File: src/rtl/core/tswr_pkg.sv
// shared types, codes and constants of the tcp sender window / retransmit unit
package tswr_pkg;

   // request command codes
   localparam logic [2:0] CMD_WRITE = 3'd0;
   localparam logic [2:0] CMD_END   = 3'd1;
   localparam logic [2:0] CMD_ACK   = 3'd2;
   localparam logic [2:0] CMD_TICK  = 3'd3;
   localparam logic [2:0] CMD_FILL  = 3'd4;
   localparam logic [2:0] CMD_EMPTY = 3'd5;

   // register indexes
   localparam logic REG_ISN     = 1'b0;
   localparam logic REG_TIMEOUT = 1'b1;

   localparam logic [15:0] TIMEOUT_RESET = 16'd1000;
   localparam int          RESULT_LIMIT  = 48;
   localparam int          NSEG_W        = 6;
   localparam logic [17:0] INFLIGHT_MAX  = 18'd131072;

   typedef enum logic [2:0] {
      OP_WRITE,
      OP_END,
      OP_ACK,
      OP_TICK,
      OP_FILL,
      OP_EMPTY,
      OP_NONE
   } op_type;

   typedef enum logic [2:0] {
      ST_IDLE,
      ST_EXEC,
      ST_ACK_UNWRAP,
      ST_ACK_APPLY,
      ST_ACK_READ,
      ST_ACK_CHECK,
      ST_FILL
   } state_type;

   typedef struct packed {
      op_type      op;
      logic [16:0] write_count;
      logic [31:0] ack_seqno;
      logic [15:0] ack_window;
      logic [31:0] elapsed_ms;
   } item_type;

   typedef struct packed {
      logic        seg_valid;
      logic [31:0] seg_seqno;
      logic [63:0] seg_offset;
      logic [10:0] seg_payload_len;
      logic        seg_syn;
      logic        seg_fin;
      logic [16:0] accepted_bytes;
      logic [17:0] in_flight;
      logic [15:0] retx_count;
      logic        last;
   } result_type;

   typedef struct packed {
      logic [63:0] offset;
      logic [15:0] plen;
      logic        syn;
      logic        fin;
   } qentry_type;

   typedef struct packed {
      logic        timeout_wr;
      logic [15:0] timeout_wdata;
      logic [31:0] isn;
      logic [15:0] timeout;
   } csr_type;

   function automatic result_type status_result(logic [16:0] accepted, logic [17:0] inflight,
                                                logic [15:0] retx);
      result_type r;
      r = '0;
      r.accepted_bytes = accepted;
      r.in_flight      = inflight;
      r.retx_count     = retx;
      r.last           = 1'b1;
      return r;
   endfunction

endpackage

File: src/rtl/core/tswr_front.sv
// front end: accepts requests, decodes the command and buffers them in a short queue
module tswr_front import tswr_pkg::*; (
   input  logic        clock,
   input  logic        reset,
   input  logic        req_valid,
   output logic        req_stall,
   input  logic [2:0]  req_cmd,
   input  logic [16:0] req_write_count,
   input  logic [31:0] req_ack_seqno,
   input  logic [15:0] req_ack_window,
   input  logic [31:0] req_elapsed_ms,
   input  logic        item_pop,
   output logic        item_valid,
   output item_type    item
);

   item_type   slot_ff [2];
   logic       wr_ptr_ff, wr_ptr_in;
   logic       rd_ptr_ff, rd_ptr_in;
   logic [1:0] cnt_ff, cnt_in;
   logic       push;
   logic       pop;
   item_type   dec;

   always_comb begin
      dec             = '0;
      dec.write_count = req_write_count;
      dec.ack_seqno   = req_ack_seqno;
      dec.ack_window  = req_ack_window;
      dec.elapsed_ms  = req_elapsed_ms;
      case (req_cmd)
         CMD_WRITE: dec.op = OP_WRITE;
         CMD_END:   dec.op = OP_END;
         CMD_ACK:   dec.op = OP_ACK;
         CMD_TICK:  dec.op = OP_TICK;
         CMD_FILL:  dec.op = OP_FILL;
         CMD_EMPTY: dec.op = OP_EMPTY;
         default:   dec.op = OP_NONE;
      endcase
   end

   assign req_stall  = (cnt_ff == 2'd2);
   assign push       = req_valid && !req_stall;
   assign item_valid = (cnt_ff != 2'd0);
   assign pop        = item_pop && item_valid;
   assign item       = slot_ff[rd_ptr_ff];

   assign wr_ptr_in = push ? !wr_ptr_ff : wr_ptr_ff;
   assign rd_ptr_in = pop ? !rd_ptr_ff : rd_ptr_ff;
   assign cnt_in    = cnt_ff + {1'b0, push} - {1'b0, pop};

   always_ff @(posedge clock) begin
      if (reset) begin
         wr_ptr_ff <= 1'b0;
         rd_ptr_ff <= 1'b0;
         cnt_ff    <= 2'd0;
      end else begin
         wr_ptr_ff <= wr_ptr_in;
         rd_ptr_ff <= rd_ptr_in;
         cnt_ff    <= cnt_in;
      end
   end

   always_ff @(posedge clock) begin
      if (push) begin
         slot_ff[wr_ptr_ff] <= dec;
      end
   end

`ifndef NO_ASSERTIONS
   a_cnt_range: assert property (@(posedge clock) disable iff (reset) cnt_ff <= 2'd2)
      else $error("request queue count out of range");
   a_no_pop_empty: assert property (@(posedge clock) disable iff (reset)
      cnt_ff == 2'd0 |=> cnt_ff <= 2'd1)
      else $error("request queue underflow");
   a_ptr_track: assert property (@(posedge clock) disable iff (reset)
      cnt_ff == 2'd0 |-> wr_ptr_ff == rd_ptr_ff)
      else $error("request queue pointers disagree with count");
`endif

endmodule

File: config.mk
export PLATFORM = sky130hd
export DESIGN_NAME = tswr_front
export DESIGN_NICKNAME = d
export VERILOG_FILES = /design/src/rtl/core/tswr_pkg.sv /design/src/rtl/core/tswr_front.sv
export SDC_FILE = /design/constraint.sdc
export NUM_CORES = 1
export LEC_CHECK = 0
export ABC_AREA = 1
export BUFFER_PORTS_ARGS = -buffer_cell sky130_fd_sc_hd__buf_2
export CAP_MARGIN = 0
export CORE_MARGIN = 2
export CORE_UTILIZATION = 50
export DETAILED_ROUTE_END_ITERATION = 8
export GPL_TIMING_DRIVEN = 0
export PLACE_DENSITY = 0.76
export SLEW_MARGIN = 20
export SYNTH_ARGS = -nofsm -noshare
export SYNTH_HDL_FRONTEND = slang
export SYNTH_SLANG_ARGS = --single-unit
File: constraint.sdc
create_clock -name clock -period 15.55 [get_ports clock]
set_clock_uncertainty 0.15 [all_clocks]
set_input_delay 1.555 -clock clock [delete_from_list [all_inputs] [get_ports clock]]
set_output_delay 1.555 -clock clock [all_outputs]
set_load 0.01 [all_outputs]
# Word level (Yosys, flattened, before mapping)
# Memories as Yosys holds them, arrays and structs flattened. A register that Yosys moved wholly into a read port is not among the register bits.
# Index checks and enable logic that the tools add are counted.
[totals]
register_bits = 4
mem_bits_rw = 200
in_bits = 104
out_inout_bits = 102
elab_cells = 24
mem_count = 1
[mem_list]
columns = ["memory", "depth", "word_bits", "read_ports", "rd_clocked_by_memory_dff", "wr", "line", "source"]
rows = [
  ["slot_ff", 2, 100, 1, 1, 1, "tswr_front.sv:17", "item_type slot_ff [2];"],
]
[op_classes]
add_sub_neg = 2
n_eq_ne = 6
n_mux = 5
reduce_logical = 7
[op_table]
columns = ["op", "n"]
rows = [
  ["3-bit one-hot mux with 6 select lines", 1],
  ["3-bit by 2-bit equality test with 1-bit output (second input constant)", 2],
  ["3-bit equality test (second input constant)", 2],
  ["1-bit 2-to-1 mux", 4],
  ["3-bit by 1-bit equality test with 1-bit output (second input constant)", 1],
  ["1-bit zero test", 3],
  ["3-bit zero test", 1],
  ["2-bit by 1-bit adder with 2-bit output", 1],
  ["2-bit equality test (second input constant)", 1],
  ["1-bit logical AND", 2],
  ["2-bit nonzero test", 1],
  ["2-bit by 1-bit subtractor with 2-bit output", 1],
]

# Depth between registers and ports, before layout
[logic_depth]
ltp_word = 5
ltp_mapped = 11
mapped_depth_nobuf = 11

# Worst setup path after synthesis
# No wires, ideal clock.
[synth_timing]
kind = "input port to flip-flop"
start = "input req_valid"
end = "memory slot_ff[0][0] in the netlist's numbering, enable pin"
setup_time_ns = 0.559
arrival_ns = 5.785
t_required_ns = 14.841
setup_slack_ns = 9.056
stages = 2
n_path_buf = 0
cell_sequence = "nand2_1 -> nor2_1"
[synth_between]
elab_chain_cells = 3
[synth_rtl]
columns = ["item", "line", "source"]
rows = [
  ["start, declared", "tswr_front.sv:5", "input logic req_valid,"],
  ["1-bit logical AND", "tswr_front.sv:43", "assign push = req_valid && !req_stall;"],
  ["1-bit 2-to-1 mux", "tswr_front.sv:65", "if (push) begin"],
  ["1-bit 2-to-1 mux (not written as such)", "tswr_front.sv:66", "slot_ff[wr_ptr_ff] <= dec;"],
  ["end, declared", "tswr_front.sv:17", ""],
]
# No other way between the ends.

==> impl_metrics.ini <==
[route]
via_per_inst = 4.82
wire_per_inst_um = 17.1
drc = 0
first_iter_violations = 167
ant_nets = 0
vias = 3941
drt-pass1-iter-count = 4
drt_wl_total_um = 13900

[placement]
gp_congestion = 0.703
place_hpwl_um = 9560
placed_area_mm2 = 0.00938
place_ws_ns = 12.08
io_buffers = 205

[pwr]
p_per_area_mw_per_mm2 = 168
ir_drop_uv = 149
leakage_nw = 4.05

[global_routing]
grt_max_degree = 52
grt_pass1_wl_um = 20900
use_met1_pct = 19.1
gr-total-overflow = 0
grt_pass1_vias = 4070
busiest_layer = met2
use_met2_pct = 28.2
use_met3_pct = 4.89
antenna_found_initial = 0
grt_use_total_pct = 15.9

[finish]
antennaDiodeCount = 0
multi_input_area_mm2 = 0.00163
drive_above_1_share_pct = 58.6
finalNetCount = 692
regArea_mm2 = 0.00611
design_area_mm2 = 0.0101
area_growth_pct = 27.0
fillerInstances = 1129
fin_util_pct = 64.3

[clocking]
postCtsSetupBuffers = 0
cts_sinks = 205
cts_tree = yes
clock_latency_ns = 0.49
ctsHoldBuffers = 0
clock_path_buffers = 3
htreeDepth = 1
clkTransAtPathRegs_ns = 0.06
clock-root-buffer = clkbuf_16
cts_resized = 0
numCtsBuffers = 22

[synth]
avgSynthCellArea_um2 = 22.6
synth.top_cell.area_share_pct = 75.2
yosysSeqAreaShare_pct = 76.5
synthArstFlopShare_pct = 0
syn_nets = 459
synthDistinctLibCells = 13
synth_edf_count = 200
synth_common_cells = edfxtp_1 (200), mux2_4 (100), buf_12 (10), inv_1 (10), nor2_1 (9)
synth_most_common_cell = edfxtp_1
ys_seq_elements = 205
yosys_warnings = 0
synth_ff_type = edfxtp_1
netlist_area_mm2 = 0.00799
synth_cells = 353
yosys.area.top_type = edfxtp_1
synth.area.top_cells = edfxtp_1 (75%), mux2_4 (19%), buf_12 (2.5%)

[setup_path]
timing.setup.critical_path_class = register to primary output
cp-start-kind = register
regToRegSetupSlack_ns = 13.13
regToRegEndpoint = slot_ff[0][56]
reg2reg_from = cnt_ff[0]
worstSetupEndpoint = item[43]
critPathRequiredTime_ns = 13.85
reg2reg_depth = 6
worstPathArrival_ns = 1.72
path_max_fanout = 10
crit_path_end_kind = primary output

[timing]
min_period_over_period_pct = 22.0
setup_viol = 0
hold_ws_ns = 0.403
max_slew.worst_pin.slew_ns = 0.837
setup_slack_ns = 12.12
fin_crit_ns = 3.43
rsz0062_at_grt = false
fin_tns_setup_ns = 0
slew_headroom_pct = 44.1
fmax_mhz = 292
final-hold-violation-count = 0
slew_violations = 0

[floorplan]
core_region_area_mm2 = 0.0158
die_w_um = 130
die_area_mm2 = 0.0170
top_level_ports = 206
num_rows = 46
die-height_um = 130
start_util_pct = 50.6

[flow_run]
maxCapViolations = 0

[run_status]
status = complete, no violations

[worst_hold_path]
hold_class = register to register
hp-start = rd_ptr_ff
cell usage in the layout (no fill, tap or decap), drive strengths merged:
cell	n
a21boi	1
a21oi	2
buf	220
bufinv	4
clkbuf	28
clkinv	10
dfxtp	5
edfxtp	200
ha	2
inv	10
mux2	100
nand2	8
nand3	3
nor2	9
power by group:
| part | total [mW] | leakage [nW] | switching (mW) | internal, mW |
|---|---|---|---|---|
| clock | 0.530 | 0.372 | 0.194 | 0.336 |
| combinational | 0.452 | 1.77 | 0.215 | 0.237 |
| sequential | 0.722 | 1.91 | 0.0213 | 0.701 |
stage by stage:
stage | power (mW) | std cells
after floorplan | 1.04 | 353
final | 1.70 | 818
after global placement | 1.18 | 774
after CTS | 1.73 | 818
after global routing | 1.78 | 818
after detailed placement | 1.19 | 778
worst max-delay path, stage by stage (launching register included):
cell and delay [ns]:
dfxtp_1 0.32, buf_6 0.26, buf_12 0.19, mux2_4 0.30, buf_2 0.16
layout make-up:
| cell class | count | area share, % |
|---|---|---|
| inverters | 10 | 0.419 |
| clock inverters | 14 | 1.71 |
| multi-input cells | 125 | 16.1 |
| plain buffers | 13 | 2.16 |
| flip-flops and latches | 205 | 60.2 |
| clock buffers | 26 | 5.79 |
| well taps | 216 | 2.66 |
| repair buffers | 209 | 11.0 |
logic make-up after synthesis:
logic type | count (synthesis) | share of synthesized area (%)
flops | 205 | 76.5
mux | 100 | 18.8
fa+ha+maj | 2 | 0.313
buf+inv | 23 | 3.21
simple gates | 20 | 0.987
compound gates | 3 | 0.219
flip-flops by register name, summed over array words and instances (netlist names), named ones only:
register   flops
cnt_ff         2
rd_ptr_ff      1
wr_ptr_ff      1
slot_ff      200
metal layers:
layer | up-vias | routed length (um)
met5 | - | 0
met4 | 0 | 160
met3 | 16 | 1090
met2 | 147 | 7310
met1 | 1925 | 5390
li1 | 1853 | -
how the worst min path moves through the flow:
stage	slack, ns	to	cells past startpoint
2_1_floorplan	0.32	register	2
3_3_place_gp	0.34	rd_ptr_ff	2
3_5_place_dp	0.37	register	2
4_1_cts	0.40	rd_ptr_ff	2
5_1_grt	0.46	register	2
6_report	0.40	rd_ptr_ff	2
No activity file was read; power rests on OpenSTA's default activity.
